`src/design/itt_pkg.sv`:
```
// Types, constants and helpers shared by the INI tokenizer modules.
`default_nettype none

package itt_pkg;

	localparam int MAX_LEN   = 256;
	localparam int LEN_W     = $clog2(MAX_LEN);
	localparam int CMP_W     = (LEN_W > 8) ? LEN_W : 8;
	localparam logic [LEN_W-1:0] LEN_LIMIT = LEN_W'(MAX_LEN - 1);

	localparam int RES_MAX   = 4;
	localparam int RES_IDX_W = 2;
	localparam int RES_CNT_W = 3;

	localparam logic [7:0] CH_COMMENT = 8'h3B;
	localparam logic [7:0] CH_OPEN    = 8'h5B;
	localparam logic [7:0] CH_CLOSE   = 8'h5D;
	localparam logic [7:0] CH_EQUALS  = 8'h3D;
	localparam logic [7:0] CH_SPACE   = 8'h20;
	localparam logic [7:0] CH_TAB     = 8'h09;
	localparam logic [7:0] CH_NEWLINE = 8'h0A;
	localparam logic [7:0] CH_DEL     = 8'h7F;
	localparam logic [7:0] CH_CTL_MAX = 8'h1F;
	localparam logic [7:0] SPACE_SAT  = 8'hFF;

	// parser states
	localparam logic [2:0] ST_IDLE       = 3'd0;
	localparam logic [2:0] ST_COMMENT    = 3'd1;
	localparam logic [2:0] ST_SECTION    = 3'd2;
	localparam logic [2:0] ST_KEY        = 3'd3;
	localparam logic [2:0] ST_AFTER_KEY  = 3'd4;
	localparam logic [2:0] ST_BEFORE_VAL = 3'd5;
	localparam logic [2:0] ST_VALUE      = 3'd6;
	localparam logic [2:0] ST_BAD_LINE   = 3'd7;

	// token kinds
	localparam logic [2:0] TK_SECTION_BYTE = 3'd0;
	localparam logic [2:0] TK_KEY_BYTE     = 3'd1;
	localparam logic [2:0] TK_VALUE_BYTE   = 3'd2;
	localparam logic [2:0] TK_SPACE_RUN    = 3'd3;
	localparam logic [2:0] TK_SECTION_DONE = 3'd4;
	localparam logic [2:0] TK_PROP_DONE    = 3'd5;
	localparam logic [2:0] TK_DISCARD      = 3'd6;
	localparam logic [2:0] TK_TEXT_END     = 3'd7;

	typedef struct packed {
		logic [2:0]       pstate;
		logic [7:0]       pending;
		logic [LEN_W-1:0] len;
		logic             ovf;
	} itt_state_t;

	typedef struct packed {
		logic [2:0] kind;
		logic [7:0] data;
		logic [7:0] run;
		logic       ovf;
	} itt_result_t;

	localparam itt_state_t STATE_RESET = '{pstate: ST_IDLE, pending: 8'd0,
		len: '0, ovf: 1'b0};

	function automatic itt_result_t mk_result(input logic [2:0] kind,
		input logic [7:0] data, input logic [7:0] run, input logic ovf);
		itt_result_t r;
		r.kind = kind;
		r.data = data;
		r.run  = run;
		r.ovf  = ovf;
		return r;
	endfunction

endpackage

`default_nettype wire

```
`src/design/itt_step.sv`:
```
// Next-state and token generation for one text byte.
`default_nettype none

module itt_step import itt_pkg::*; (
	input  itt_state_t        cur,
	input  logic [7:0]        text_byte,
	input  logic              end_of_text,
	output itt_state_t        nx,
	output itt_result_t       res [RES_MAX],
	output logic [RES_CNT_W-1:0] res_cnt
);

	logic             ctl;
	logic             blank;
	logic [7:0]       pend;
	logic [CMP_W-1:0] pend_w;
	logic [CMP_W-1:0] room;
	logic [CMP_W-1:0] run_n;
	logic [LEN_W-1:0] len_vv;
	logic             fit_cur;
	logic             fit_vv;

	assign ctl     = (text_byte <= CH_CTL_MAX) || (text_byte == CH_DEL);
	assign blank   = (text_byte == CH_SPACE) || (text_byte == CH_TAB);
	// entering a value drops any stale count
	assign pend    = (cur.pstate == ST_BEFORE_VAL) ? 8'd0 : cur.pending;
	assign pend_w  = CMP_W'(pend);
	assign room    = CMP_W'(LEN_LIMIT - cur.len);
	assign run_n   = (pend_w < room) ? pend_w : room;
	assign len_vv  = cur.len + run_n[LEN_W-1:0];
	assign fit_cur = cur.len < LEN_LIMIT;
	assign fit_vv  = len_vv < LEN_LIMIT;

	always_comb begin
		nx      = cur;
		res_cnt = '0;
		res     = '{default: '0};
		case (cur.pstate)
			ST_IDLE: begin
				if (text_byte == CH_COMMENT) begin
					nx.pstate = ST_COMMENT;
				end else if (text_byte == CH_OPEN) begin
					nx = STATE_RESET;
					nx.pstate = ST_SECTION;
				end else if (!blank && text_byte != CH_NEWLINE) begin
					nx = STATE_RESET;
					nx.pstate = ST_KEY;
					if (!ctl) begin
						res[res_cnt[RES_IDX_W-1:0]] = mk_result(TK_KEY_BYTE, text_byte,
							8'd0, 1'b0);
						res_cnt = res_cnt + RES_CNT_W'(1);
						nx.len  = LEN_W'(1);
					end
				end
			end
			ST_COMMENT, ST_BAD_LINE: begin
				if (text_byte == CH_NEWLINE)
					nx.pstate = ST_IDLE;
			end
			ST_SECTION: begin
				if (text_byte == CH_CLOSE) begin
					res[res_cnt[RES_IDX_W-1:0]] = mk_result(TK_SECTION_DONE, 8'd0, 8'd0,
						cur.ovf);
					res_cnt   = res_cnt + RES_CNT_W'(1);
					nx.pstate = ST_IDLE;
				end else if (text_byte == CH_NEWLINE) begin
					res[res_cnt[RES_IDX_W-1:0]] = mk_result(TK_DISCARD, 8'd0, 8'd0, 1'b0);
					res_cnt   = res_cnt + RES_CNT_W'(1);
					nx.pstate = ST_IDLE;
				end else if (!ctl) begin
					if (fit_cur) begin
						res[res_cnt[RES_IDX_W-1:0]] = mk_result(TK_SECTION_BYTE, text_byte,
							8'd0, 1'b0);
						res_cnt = res_cnt + RES_CNT_W'(1);
						nx.len  = cur.len + LEN_W'(1);
					end else begin
						nx.ovf = 1'b1;
					end
				end
			end
			ST_KEY: begin
				if (blank) begin
					nx.len    = '0;
					nx.pstate = ST_AFTER_KEY;
				end else if (text_byte == CH_NEWLINE) begin
					res[res_cnt[RES_IDX_W-1:0]] = mk_result(TK_DISCARD, 8'd0, 8'd0, 1'b0);
					res_cnt   = res_cnt + RES_CNT_W'(1);
					nx.pstate = ST_IDLE;
				end else if (!ctl) begin
					if (fit_cur) begin
						res[res_cnt[RES_IDX_W-1:0]] = mk_result(TK_KEY_BYTE, text_byte,
							8'd0, 1'b0);
						res_cnt = res_cnt + RES_CNT_W'(1);
						nx.len  = cur.len + LEN_W'(1);
					end else begin
						nx.ovf = 1'b1;
					end
				end
			end
			ST_AFTER_KEY: begin
				if (text_byte == CH_EQUALS) begin
					nx.pstate = ST_BEFORE_VAL;
				end else if (text_byte == CH_NEWLINE) begin
					res[res_cnt[RES_IDX_W-1:0]] = mk_result(TK_DISCARD, 8'd0, 8'd0, 1'b0);
					res_cnt   = res_cnt + RES_CNT_W'(1);
					nx.pstate = ST_IDLE;
				end else if (!blank) begin
					res[res_cnt[RES_IDX_W-1:0]] = mk_result(TK_DISCARD, 8'd0, 8'd0, 1'b0);
					res_cnt   = res_cnt + RES_CNT_W'(1);
					nx.pstate = ST_BAD_LINE;
				end
			end
			ST_BEFORE_VAL, ST_VALUE: begin
				if (text_byte == CH_NEWLINE) begin
					if (cur.pstate == ST_VALUE) begin
						res[res_cnt[RES_IDX_W-1:0]] = mk_result(TK_PROP_DONE, 8'd0, 8'd0,
							cur.ovf);
					end else begin
						res[res_cnt[RES_IDX_W-1:0]] = mk_result(TK_DISCARD, 8'd0, 8'd0,
							1'b0);
					end
					res_cnt    = res_cnt + RES_CNT_W'(1);
					nx.pending = 8'd0;
					nx.pstate  = ST_IDLE;
				end else if (cur.pstate == ST_VALUE && text_byte == CH_SPACE) begin
					if (cur.pending < SPACE_SAT)
						nx.pending = cur.pending + 8'd1;
					else
						nx.ovf = 1'b1;
				end else if (cur.pstate == ST_VALUE || !blank) begin
					nx.pstate  = ST_VALUE;
					nx.pending = pend;
					if (!ctl) begin
						// flush held spaces, clipped to the room left
						if (pend != 8'd0) begin
							if (run_n < pend_w)
								nx.ovf = 1'b1;
							if (run_n != '0) begin
								res[res_cnt[RES_IDX_W-1:0]] = mk_result(TK_SPACE_RUN, 8'd0,
									run_n[7:0], 1'b0);
								res_cnt = res_cnt + RES_CNT_W'(1);
							end
							nx.pending = 8'd0;
						end
						nx.len = len_vv;
						if (fit_vv) begin
							res[res_cnt[RES_IDX_W-1:0]] = mk_result(TK_VALUE_BYTE, text_byte,
								8'd0, 1'b0);
							res_cnt = res_cnt + RES_CNT_W'(1);
							nx.len  = len_vv + LEN_W'(1);
						end else begin
							nx.ovf = 1'b1;
						end
					end
				end
			end
			default: begin
				nx = cur;
			end
		endcase

		if (end_of_text) begin
			if (nx.pstate inside {[ST_SECTION:ST_VALUE]}) begin
				res[res_cnt[RES_IDX_W-1:0]] = mk_result(TK_DISCARD, 8'd0, 8'd0, 1'b0);
				res_cnt = res_cnt + RES_CNT_W'(1);
			end
			res[res_cnt[RES_IDX_W-1:0]] = mk_result(TK_TEXT_END, 8'd0, 8'd0, 1'b0);
			res_cnt = res_cnt + RES_CNT_W'(1);
			nx      = STATE_RESET;
		end
	end

endmodule

`default_nettype wire

```
`src/design/ini_text_tokenizer_core.sv`:
```
// INI text tokenizer top level: input register, token step, result buffer.
// Takes INI text one byte per beat and emits tagged tokens (section, key and
// value bytes, value space runs, done and discard markers, text end). A byte
// that yields zero or one token streams at one byte per clock while the output
// accepts; a byte that yields more (up to four tokens) holds the input while
// the result buffer drains one token per accepted beat. Tokens leave from the
// result buffer, which is loaded from the registered input byte. last_of_run
// marks the final token of a byte. Bytes that yield no token pass through
// without waiting for the output side.
`default_nettype none

module ini_text_tokenizer_core import itt_pkg::*; (
	input  logic       clk,
	input  logic       arst_n,
	input  logic       in_valid,
	output logic       in_ready,
	input  logic [7:0] text_byte,
	input  logic       end_of_text,
	output logic       out_valid,
	input  logic       out_ready,
	output logic [2:0] token_kind,
	output logic [7:0] data_byte,
	output logic [7:0] space_run,
	output logic       overflowed,
	output logic       last_of_run
);

	logic                 valid_s1;
	logic [7:0]           byte_s1;
	logic                 end_s1;
	itt_state_t           st_q;
	itt_state_t           st_nx;
	itt_result_t          res [RES_MAX];
	logic [RES_CNT_W-1:0] res_cnt;
	itt_result_t          buf_q [RES_MAX];
	logic [RES_CNT_W-1:0] buf_cnt_q;
	logic [RES_IDX_W-1:0] buf_idx_q;
	logic [RES_CNT_W-1:0] cnt_m1;
	logic                 buf_last;
	logic                 buf_free;
	logic                 pop;
	logic                 consume;
	itt_result_t          cur_res;

	itt_step u_step (
		.cur         (st_q),
		.text_byte   (byte_s1),
		.end_of_text (end_s1),
		.nx          (st_nx),
		.res         (res),
		.res_cnt     (res_cnt)
	);

	assign cnt_m1    = buf_cnt_q - RES_CNT_W'(1);
	assign buf_last  = buf_idx_q == cnt_m1[RES_IDX_W-1:0];
	assign out_valid = buf_cnt_q != '0;
	assign pop       = out_valid && out_ready;
	assign buf_free  = !out_valid || (out_ready && buf_last);
	assign consume   = valid_s1 && (res_cnt == '0 || buf_free);
	assign in_ready  = !valid_s1 || consume;

	assign cur_res     = buf_q[buf_idx_q];
	assign token_kind  = cur_res.kind;
	assign data_byte   = cur_res.data;
	assign space_run   = cur_res.run;
	assign overflowed  = cur_res.ovf;
	assign last_of_run = buf_last;

	always_ff @(posedge clk or negedge arst_n) begin
		if (!arst_n) begin
			valid_s1  <= 1'b0;
			st_q      <= STATE_RESET;
			buf_cnt_q <= '0;
			buf_idx_q <= '0;
		end else begin
			if (in_ready)
				valid_s1 <= in_valid;
			if (consume)
				st_q <= st_nx;
			if (consume && res_cnt != '0) begin
				buf_cnt_q <= res_cnt;
				buf_idx_q <= '0;
			end else if (pop) begin
				if (buf_last)
					buf_cnt_q <= '0;
				else
					buf_idx_q <= buf_idx_q + RES_IDX_W'(1);
			end
		end
	end

	always_ff @(posedge clk) begin
		if (in_valid && in_ready) begin
			byte_s1 <= text_byte;
			end_s1  <= end_of_text;
		end
		if (consume && res_cnt != '0)
			buf_q <= res;
	end

endmodule

`default_nettype wire

```
`config.mk`:
```
export PLATFORM = sky130hd
export DESIGN_NAME = ini_text_tokenizer_core
export DESIGN_NICKNAME = d
export VERILOG_FILES = /design/src/design/itt_pkg.sv /design/src/design/itt_step.sv /design/src/design/ini_text_tokenizer_core.sv
export SDC_FILE = /design/constraint.sdc
export NUM_CORES = 1
export LEC_CHECK = 0
export BUFFER_PORTS_ARGS = -buffer_cell sky130_fd_sc_hd__clkbuf_2
export CAP_MARGIN = 5
export CORE_MARGIN = 2
export CORE_UTILIZATION = 35
export DETAILED_ROUTE_END_ITERATION = 6
export GPL_TIMING_DRIVEN = 1
export PLACE_DENSITY = 0.6
export SLEW_MARGIN = 20
export SYNTH_ARGS = -nofsm -noshare
export SYNTH_HDL_FRONTEND = slang
export SYNTH_SLANG_ARGS = --single-unit
```
`constraint.sdc`:
```
create_clock -name clk -period 15.4 [get_ports clk]
set_input_delay 1.54 -clock clk [delete_from_list [all_inputs] [get_ports clk]]
set_output_delay 1.54 -clock clk [all_outputs]
set_load 0.03 [all_outputs]
```
# ---- Word-level counts from Yosys, hierarchy flattened
# Cells that the tools add are included.
dict set report totals {
  register_bits 115
  input_bits 13
  word_cells 247
}
dict set report op_classes {
  add_sub_neg 10
  magnitude_cmp 15
  eq_ne 33
  muxes 117
  bitwise 10
  n_reduce_logical 37
}
# cell n
set ops {}
lappend ops {{two-way mux 20 bit} 28}
lappend ops {{two-way mux 80 bit} 7}
lappend ops {{demux 20 bit (select 2 bit)} 3}
lappend ops {{two-way mux 60 bit} 2}
lappend ops {{one-hot mux 20 bit (5 select lines)} 1}
lappend ops {{two-way mux 3 bit} 33}
lappend ops {{bitwise mux 80 bit} 1}
lappend ops {{bitwise AND 72 bit} 1}
lappend ops {{two-way mux 8 bit} 9}
lappend ops {{NOT 72 bit} 1}
lappend ops {{bitwise AND 68 bit} 1}
lappend ops {{NOT 68 bit} 1}
lappend ops {{two-way mux 17 bit} 3}
lappend ops {{binary-select mux 20 bit (select 2 bit)} 1}
lappend ops {{two-way mux 19 bit} 2}
lappend ops {{two-way mux 18 bit} 2}
lappend ops {{two-way mux 9 bit} 4}
lappend ops {{one-hot mux 9 bit (4 select lines)} 1}
lappend ops {{adder 8 x 1 -> 8 bit (second input constant)} 3}
lappend ops {{equality test 8 x 6 -> 1 bit (second input constant)} 3}
lappend ops {{equality test 8 x 7 -> 1 bit (second input constant)} 3}
lappend ops {{< comparator 8 bit (second input constant)} 3}
lappend ops {{inequality test 3 bit (second input constant)} 6}
lappend ops {{one-hot mux 3 bit (6 select lines)} 1}
lappend ops {{45 further kinds} 102}

# ---- Logic depth before layout (Yosys ltp)
# Gate-level depths: netlist (run 1).
dict set report depth {
  ltp_word 30
  depth_mapped 41
  mapped_depth_nobuf 36
}

# ---- By module
# A second synthesis (run 1) with hierarchy kept.
dict set report hier_totals {
  cells_unflattened 798
  area_unflattened_um2 8166.6
}
# mod instances cells_each area_per_inst_um2 seq_area_each_um2
set modules_own_cells {}
lappend modules_own_cells {ini_text_tokenizer_core 1 271 4635.7 3323.2}
lappend modules_own_cells {itt_step 1 527 3530.9 0.0}

# ---- Worst setup path after synthesis (run 1)
# Ideal clock, no wire load.
dict set report synth_timing {
  kind {reg-to-reg}
  start {reg st_q[18] (netlist name)}
  end {reg buf_q[17] (netlist name), enable pin}
  t_arrival_ns 8.021
  t_required_ns 14.956
  setup_slack_ns 6.934
  stages_incl_launch_ff 37
  period_less_slack_ns 8.466
  cell_sequence {dfrtp_1 > clkbuf_1 > nand3b_1 > clkbuf_1 > nand2_1 > inv_1 > ha_1 > a21oi_1 > a2bb2oi_1 > o211ai_1 > a31oi_1 > clkbuf_1 > nand3_1 > o21ai_0 > ha_1 > inv_1 > fa_1 > inv_1 > ha_1 > nand2_1 > nor3b_1 > and3_1 > nand3_1 > inv_1 > ha_1 > nand3_2 > and4_4 > buf_8 > ha_1 > and2_1 > ha_1 > inv_1 > ha_1 > nor2_1 > nor2_1 > a31oi_1 > a21oi_1}
}
dict set report synth_via {
  elab_chain_cells 28
}
# item line_no
set synth_rtl {}
lappend synth_rtl {{from (decl)} ini_text_tokenizer_core.sv:31} ;# itt_state_t st_q;
lappend synth_rtl {{from (signal assigned)} ini_text_tokenizer_core.sv:79} ;# st_q <= st_nx;
lappend synth_rtl {{equality test 3 bit} {itt_step.sv:26, itt_step.sv:38}}
lappend synth_rtl {{two-way mux 8 bit} itt_step.sv:26} ;# assign pend = (cur.pstate == ST_BEFORE_VAL) ? 8'd0 : cur.pending;
lappend synth_rtl {{< comparator 8 bit} itt_step.sv:29} ;# assign run_n = (pend_w < room) ? pend_w : room;
lappend synth_rtl {{two-way mux 8 bit} itt_step.sv:29}
lappend synth_rtl {{nonzero test 8 bit} itt_step.sv:138} ;# if (run_n != '0) begin
lappend synth_rtl {{two-way mux 1 bit} itt_step.sv:138}
lappend synth_rtl {{two-way mux 3 bit} itt_step.sv:135} ;# if (pend != 8'd0) begin
lappend synth_rtl {{two-way mux 3 bit} itt_step.sv:133} ;# if (!ctl) begin
lappend synth_rtl {{[12 not listed]} n/a}
lappend synth_rtl {{two-way mux 3 bit} itt_step.sv:163} ;# if (nx.pstate inside {[ST_SECTION:ST_VALUE]}) begin
lappend synth_rtl {{two-way mux 3 bit} itt_step.sv:162} ;# if (end_of_text) begin
lappend synth_rtl {{adder 3 x 1 -> 3 bit} itt_step.sv:168} ;# res_cnt = res_cnt + RES_CNT_W'(1);
lappend synth_rtl {{two-way mux 3 bit (*)} itt_step.sv:162}
lappend synth_rtl {{logical NOT 3 bit} ini_text_tokenizer_core.sv:59} ;# assign consume = valid_s1 && (res_cnt == '0 || buf_free);
lappend synth_rtl {{logical OR 1 bit} ini_text_tokenizer_core.sv:59}
lappend synth_rtl {{logical AND 1 bit} ini_text_tokenizer_core.sv:59}
lappend synth_rtl {{logical AND 1 bit (*)} ini_text_tokenizer_core.sv:97} ;# if (consume && res_cnt != '0)
lappend synth_rtl {{to (signal assigned)} ini_text_tokenizer_core.sv:98} ;# buf_q <= res;
lappend synth_rtl {{to (decl)} ini_text_tokenizer_core.sv:35} ;# itt_result_t buf_q [RES_MAX];
# Every way passes the cells marked *; elsewhere a longest branch is shown, timed or not. The select of a mux whose other input is x is not followed.
# A chain may end at the register's enable or synchronous reset.

# ---- Worst setup path after layout (run 1)
dict set report layout_timing {
  start {reg st_q[19] (netlist name)}
  end {out in_ready}
}
dict set report layout_via {
  elab_chain_cells 28
}
# item line_no
set layout_rtl {}
lappend layout_rtl {{equality test 3 bit} {itt_step.sv:26, itt_step.sv:38}}
lappend layout_rtl {{two-way mux 8 bit} itt_step.sv:26}
lappend layout_rtl {{< comparator 8 bit} itt_step.sv:29}
lappend layout_rtl {{two-way mux 8 bit} itt_step.sv:29}
lappend layout_rtl {{nonzero test 8 bit} itt_step.sv:138}
lappend layout_rtl {{two-way mux 1 bit} itt_step.sv:138}
lappend layout_rtl {{two-way mux 3 bit} itt_step.sv:135}
lappend layout_rtl {{two-way mux 3 bit} itt_step.sv:133}
lappend layout_rtl {{[12 not listed]} n/a}
lappend layout_rtl {{two-way mux 3 bit} itt_step.sv:163}
lappend layout_rtl {{two-way mux 3 bit} itt_step.sv:162}
lappend layout_rtl {{adder 3 x 1 -> 3 bit} itt_step.sv:168}
lappend layout_rtl {{two-way mux 3 bit (*)} itt_step.sv:162}
lappend layout_rtl {{logical NOT 3 bit (*)} ini_text_tokenizer_core.sv:59}
lappend layout_rtl {{logical OR 1 bit (*)} ini_text_tokenizer_core.sv:59}
lappend layout_rtl {{logical AND 1 bit (*)} ini_text_tokenizer_core.sv:59}
lappend layout_rtl {{logical OR 1 bit (*)} ini_text_tokenizer_core.sv:60} ;# assign in_ready = !valid_s1 || consume;
lappend layout_rtl {{to (decl)} ini_text_tokenizer_core.sv:16} ;# output logic in_ready,
# Marks and branches as above.

==> results of run 1 <==
-- area by class of cell --
type,count,area share [%]
flip-flops and latches,70,32.0
multi-input cells,495,53.9
well taps,216,4.39
clock buffers,11,3.78
clock inverters,5,0.589
inverters,29,1.81
repair buffers,38,3.54
-- power groups by stage --
stage | clock (W) | sequential, W | combinational (W)
2_1_floorplan | 0 | 0.000328 | 0.000496
3_3_place_gp | 0 | 0.000371 | 0.000598
3_5_place_dp | 0 | 0.000376 | 0.000602
4_1_cts | 0.000195 | 0.000373 | 0.000606
5_1_grt | 0.000203 | 0.000382 | 0.000685
6_report | 0.000192 | 0.000370 | 0.000621
-- per-layer routing --
layer,part of all wire (%),global-route usage [%],vias to the layer above
met5,0,0,-
met4,2.8,8.10,0
met3,6.0,4.06,31
met2,46,30.2,167
met1,46,26.6,2403
li1,-,-,2378
-- final timing paths --
kind / start / end / slack [ps] / depth (start not counted)
max: st_q[19] / in_ready / 5050 / 34
min reg2reg: buf_cnt_q[2] / buf_cnt_q[2] / 480 / 1
min in group asynchronous: arst_n / st_q[17] / 1250 / 1
max in group asynchronous: arst_n / buf_idx_q[1] / 13670 / 1
min: buf_cnt_q[2] / buf_cnt_q[2] / 480 / 1
max reg2reg: st_q[19] / st_q[1] / 5880 / 36
-- synthesized netlist by cell type (6+ instances only) --
cell / count / share of area (%)
nand3_1: 16 / 1.4
inv_1: 28 / 1.9
nor2_1: 55 / 3.7
and4_1: 6 / 0.95
nor3_1: 11 / 0.99
a21o_1: 7 / 0.95
or2_2: 7 / 0.79
and3_1: 25 / 2.8
dfrtp_1: 26 / 12
edfxtp_1: 44 / 24
mux2i_1: 9 / 1.6
nand4_1: 9 / 1.0
or3_1: 9 / 1.0
nand2_1: 62 / 4.2
and2_1: 16 / 1.8
xnor2_1: 13 / 2.0
a31oi_1: 7 / 0.79
buf_2: 6 / 0.54
clkbuf_1: 18 / 1.2
ha_1: 34 / 7.7
a21oi_1: 30 / 2.7
o22ai_1: 7 / 0.79
nor2b_1: 7 / 0.79
o31ai_1: 7 / 0.95
o21ai_0: 50 / 4.5
o211ai_1: 7 / 0.95
-- through the flow --
step                utilization [%]  instance area [um^2]  hold slack (ps)  setup slack [ps]
global route                   39.2                  6160              530              4190
finish                         39.2                  6160              485              5050
global placement               37.3                  5860              483              5790
detailed placement             37.3                  5860              474              5530
CTS                            39.0                  6130              487              5100
floorplan                         -                  5560              457              6930
-- kinds of logic (layout without fill, tap and decap cells) --
| family | Yosys count | count (layout) |
|---|---|---|
| mux | 13 | 13 |
| simple gates | 259 | 259 |
| fa+ha+maj | 35 | 35 |
| buf+inv | 60 | 83 |
| xor+xnor | 16 | 16 |
| compound gates | 172 | 172 |
| flops | 70 | 70 |
-- flip-flops by register name, summed over array words and instances, names as in the netlist --
signal and flops:
buf_cnt_q 3, buf_idx_q 2, buf_q 35, byte_s1 8
end_s1 1, st_q 20, valid_s1 1
-- critical path, delay by kind of cell (launching register included) --
family | cells | cell delay, ps
buf+inv | 7 | 810
compound gates | 6 | 1950
simple gates | 13 | 2820
fa+ha+maj | 8 | 2040
flops | 1 | 830
==> results by group, run 1 <==
Run status
  – Result of the run: finished, final reports clean

Synth
  – Portion of the post-synthesis area used by sequential elements: 35.5%
  – Share of cell area taken by muxes after synthesis: 3.04%
  – Post-synthesis cell count: 625
  – Flip-flop cell with the highest count after synthesis: edfxtp_1
  – Adder-Cell Fraction of Synth Area: 8.01%
  – Post-synthesis compound-gate area fraction: 20.9%
  – Avg Inst Size Synth: 8.89 um^2
  – Number of enable flip-flop cells after synthesis: 44
  – Combinational family with the most area after synthesis: simple AND/OR/NAND/NOR gates
  – Yosys synthesis warning count: 0
  – Net Count, Synth: 673
  – Cell area after technology mapping: 5560 um^2
  – Synthesized flop and latch total: 70
  – Synth Area in XOR/XNOR: 2.52%
  – Netlist cell types: 84
  – Async set-or-reset flop fraction in the synthesized netlist: 37.1%
  – Synth Area in Simple Gates: 25.0%

Layout
  – Final instance count without filler cells: 864
  – Commonest cells after routing, fill and taps aside: nand2_1, nor2_1, o21ai_0, edfxtp_1, clkbuf_2
  – Fraction of final layout cells sized beyond drive strength 1: 12.8%
  – Register cell area after layout: 1970 um^2
  – Leading cell type in the layout, fill and taps excluded: nand2_1
  – Total Nets Final: 691
  – Fill cells: 1565
  – N_diodes: 0
  – Area added between synthesis and finish: 10.8%
  – Combined area of the multi-input logic cells: 3320 um^2

Setup path
  – Cell at the slowest stage of the critical path: dfrtp_1
  – CP arrival: 8810 ps
  – Critical path data required time: 13860 ps
  – Endpoint kind of the worst setup timing path: output port
  – Startpoint Class: flip-flop
  – Crit-path max cell delay: 830 ps
  – Setup CP Type: flip-flop to output port
  – Maximum fanout count along the critical path: 24
  – Most frequent cell on the critical path: ha_1

Route
  – Number of design rule violations left after detail routing: 0
  – Vias/cell: 5.76
  – Post-DRT Antenna Nets: 0
  – DRC violation total after the first TritonRoute iteration: 535
  – Average routed wire per standard cell: 18.2 um
  – Via total after detailed routing: 4979
  – Routed WL: 15700 um
  – Count of TritonRoute iterations in the first routing pass: 5

Floorplanning
  – Effective utilization at floorplan: 35.4%
  – Chip Width: 130 um
  – Number of placed I/O pins: 36
  – Die outline area: 16900 um^2
  – Std-Cell Core Area: 15700 um^2
  – Placement Rows: 46
  – Height of the chip: 130 um

STA
  – Clock tree skew after final layout: 8.06 ps
  – Final count of pins violating max slew: 0
  – Final worst path period need: 10350 ps
  – Maximum operating frequency: 96.6 MHz
  – Normalized max-slew margin: 31.3%
  – Total negative setup slack: 0 ps
  – Share of the clock period used by the worst path: 67.2%
  – Worst Tran Pin Value: 1030 ps
  – Setup repair after global routing missed its margin: no
  – Number of setup violations in the final report: 0
  – Number of hold-slack violations in the final timing report: 0

CTS
  – Clk Tree Root Cell: clkbuf_16
  – Max clock buf depth: 2
  – Clock tree sinks: 70
  – CTS HTree Levels: 3
  – Cells resized by post-CTS repair: 0
  – Hold Buf Count CTS: 0
  – Post-CTS setup buffer count: 0
  – Clk Latency, worst-skew pair: 350 ps
  – TritonCTS clock tree: done
  – Total clock buffers created by CTS: 9
  – Clock transition at the registers of the reported paths: 60 ps

Power
  – Net switching share of the total power: 47.3%
  – Gate power share: 52.5%
  – Power per cell area: 192 nW/um^2
  – Clock network fraction of design power: 16.2%
  – Leak Pwr: 2.57 nW
  – Total power consumption of the routed design: 0.00118 W
  – Maximum VDD drop: 105 uV
  – Internal Power: 0.000623 W
  – Portion of total power attributed to sequential cells: 31.3%
  – NetSw: 0.000559 W

GRT
  – Antenna violations before repair: 0
  – Global-route wire length before repair: 25200 um
  – Vias in the first global route: 4758
  – Total overflow reported by the global router: 0
  – Maximum number of pins on one net before global-route repair: 39
  – GRT Util Overall: 19.5%

Run
  – Maximum Capacitance Violations: 0

Place
  – Placer congestion estimate: 0.897
  – Number of buffer cells added on primary ports: 35
  – Number of placed cells counting well taps: 847
  – Placed wire-length estimate: 11800 um

Hold path
  – Hold Path Class: flip-flop to flip-flop
Power figures use the tool's default switching activity.
==> run 2, diff against run 1 <==
PLACE_DENSITY = 0.62   (was 0.6)
clock period = 9.5 ns   (was 15.4 ns; I/O delays follow)
==> run 2 against run 1 <==
  * Die area did not move
  * Cell count rose by 0.81%
  * Combinational power rose by 66%
  * First-iteration DRC count rose by 6.5%
  * Wire length barely moved
  * Via count rose by 0.74%
  * Sequential power rose by 59%
  * Register-to-register slack got worse by 4900 ps
  * Count of clock-buffer cells in the layout fell by 2
  * Sequential cell count did not move
==> results by group, run 2 (same netlist as run 1, synthesis figures left out) <==
Run status
  – Result of the run: finished, final reports clean

STA
  – Total negative setup slack: 0 ps
  – Number of setup violations in the final report: 0
  – Clock tree skew after final layout: 7.94 ps
  – Worst Tran Pin Value: 994 ps
  – Final count of pins violating max slew: 0
  – Maximum operating frequency: 114 MHz
  – Final worst path period need: 8760 ps
  – Share of the clock period used by the worst path: 92.2%
  – Setup repair after global routing missed its margin: no
  – Number of hold-slack violations in the final timing report: 0
  – Normalized max-slew margin: 33.6%

Floorplanning
  – Height of the chip: 130 um
  – Placement Rows: 46
  – Die outline area: 16900 um^2
  – Effective utilization at floorplan: 35.4%
  – Number of placed I/O pins: 36
  – Std-Cell Core Area: 15700 um^2
  – Chip Width: 130 um

Setup path
  – Most frequent cell on the critical path: ha_1
  – Setup CP Type: flip-flop to output port
  – CP arrival: 7810 ps
  – Critical path data required time: 8550 ps
  – Cell at the slowest stage of the critical path: a211oi_1
  – Crit-path max cell delay: 450 ps
  – Startpoint Class: flip-flop
  – CP delay by family, top: compound AO/OA/AOI/OAI gates
  – Maximum fanout count along the critical path: 22
  – Endpoint kind of the worst setup timing path: output port
  – Buf+Inv Stages, Crit Path: 9

CTS
  – Clk Tree Root Cell: clkbuf_16
  – TritonCTS clock tree: done
  – Clk Latency, worst-skew pair: 350 ps
  – Max clock buf depth: 2
  – CTS HTree Levels: 3
  – Clock transition at the registers of the reported paths: 70 ps
  – Total clock buffers created by CTS: 9
  – Clock tree sinks: 70

Place
  – Number of placed cells counting well taps: 849
  – Number of buffer cells added on primary ports: 35
  – Cell area reported after detailed placement: 5880 um^2
  – Placer congestion estimate: 0.916
  – Placed wire-length estimate: 11600 um

GRT
  – Total overflow reported by the global router: 0
  – Maximum number of pins on one net before global-route repair: 39
  – Vias in the first global route: 4814
  – Global-route wire length before repair: 25300 um
  – GRT Util Overall: 19.3%
  – Antenna violations before repair: 0

Route
  – Routed WL: 15700 um
  – Count of TritonRoute iterations in the first routing pass: 7
  – DRC violation total after the first TritonRoute iteration: 570
  – Via total after detailed routing: 5016
  – Post-DRT Antenna Nets: 0
  – Vias/cell: 5.76
  – Number of design rule violations left after detail routing: 0
  – Average routed wire per standard cell: 18.0 um

Layout
  – Area added between synthesis and finish: 13.3%
  – Number of flip-flops in the largest register: 35
  – Fraction of final layout cells sized beyond drive strength 1: 14.2%
  – Final cell area excluding filler cells: 6290 um^2
  – N_diodes: 0
  – Total Nets Final: 698
  – Registers with the most flip-flops: buf_q (35), st_q (20), byte_s1 (8)
  – Commonest cells after routing, fill and taps aside: nand2_1, nor2_1, o21ai_0, edfxtp_1, clkbuf_2
  – Most flops, register: buf_q
  – Fill cells: 1539
  – Leading cell type in the layout, fill and taps excluded: nand2_1
  – Final instance count without filler cells: 871

Power
  – Leak Pwr: 2.65 nW
  – Power per cell area: 321 nW/um^2
  – Maximum VDD drop: 118 uV

Run
  – Maximum Capacitance Violations: 0

Hold path
  – Hold Path Class: flip-flop to flip-flop
-- run 2: cell types whose count changed in the layout (fill, tap and decap cells not counted), moves of 2 or more --
| cell | change |
|---|---|
| clkbuf_1 | -2 |
| clkinvlp_4 | -3 |
| bufinv_16 | +3 |
| buf_4 | +7 |
| inv_6 | +2 |
-- run 2: metal layers --
| layer | part of all wire (%) | global-route usage, % | up-vias |
|---|---|---|---|
| met2 | 47 | 30.9 | 189 |
| met3 | 6.5 | 4.18 | 24 |
| met1 | 45 | 25.8 | 2421 |
| met4 | 1.8 | 6.58 | 0 |
| met5 | 0 | 0 | - |
| li1 | - | - | 2382 |
-- run 2: cell type report --
class	instances	area, um^2	area share [%]
well taps	216	270	4.29
multi-input cells	495	3320	52.7
clock buffers	9	225	3.58
flip-flops and latches	70	1970	31.3
repair buffers	45	270	4.29
inverters	29	111	1.77
clock inverters	7	128	2.03
-- run 2: worst paths after layout --
kind	startpoint	endpoint	slack, ps	cells past startpoint
max in group asynchronous	arst_n	st_q[17]	8320	1
min in group asynchronous	arst_n	st_q[18]	660	1
worst min-delay path	buf_cnt_q[2]	buf_cnt_q[2]	500	1
worst max-delay path	st_q[18]	in_ready	740	36
worst max register to register	st_q[18]	st_q[15]	1030	38
worst min register to register	buf_cnt_q[2]	buf_cnt_q[2]	500	1
-- run 2: what timing repair did --
| item | in CTS | in global routing |
|---|---|---|
| setup buffers | 0 | 5 |
| hold buffers | 0 | 0 |
| endpoints found under the setup margin | 0 | 28 |
| resized for setup | 0 | 1 |
-- run 2: per-stage QoR --
step / hold slack [ps] / setup slack, ps / utilization (%) / power (W)
floorplan: 457 / 1030 / - / 0.00134
global placement: 503 / 1100 / 37.3 / 0.00156
detailed placement: 484 / 691 / 37.4 / 0.00159
CTS: 498 / 203 / 39.6 / 0.00200
global route: 552 / 105 / 40.1 / 0.00215
finish: 500 / 739 / 40.1 / 0.00202
-- run 2: worst reg2reg max path, delay by kind of cell (launching register included) --
| kind | cells | cell delay [ps] |
|---|---|---|
| compound gates | 9 | 2140 |
| simple gates | 15 | 2940 |
| buf+inv | 7 | 1020 |
| flops | 1 | 360 |
| fa+ha+maj | 7 | 1880 |
-- run 2: power breakdown --
part | switching (W) | internal [W] | leakage, nW
combinational | 0.000676 | 0.000350 | 1.71
sequential | 0.0000999 | 0.000487 | 0.761
clock | 0.000145 | 0.000261 | 0.173
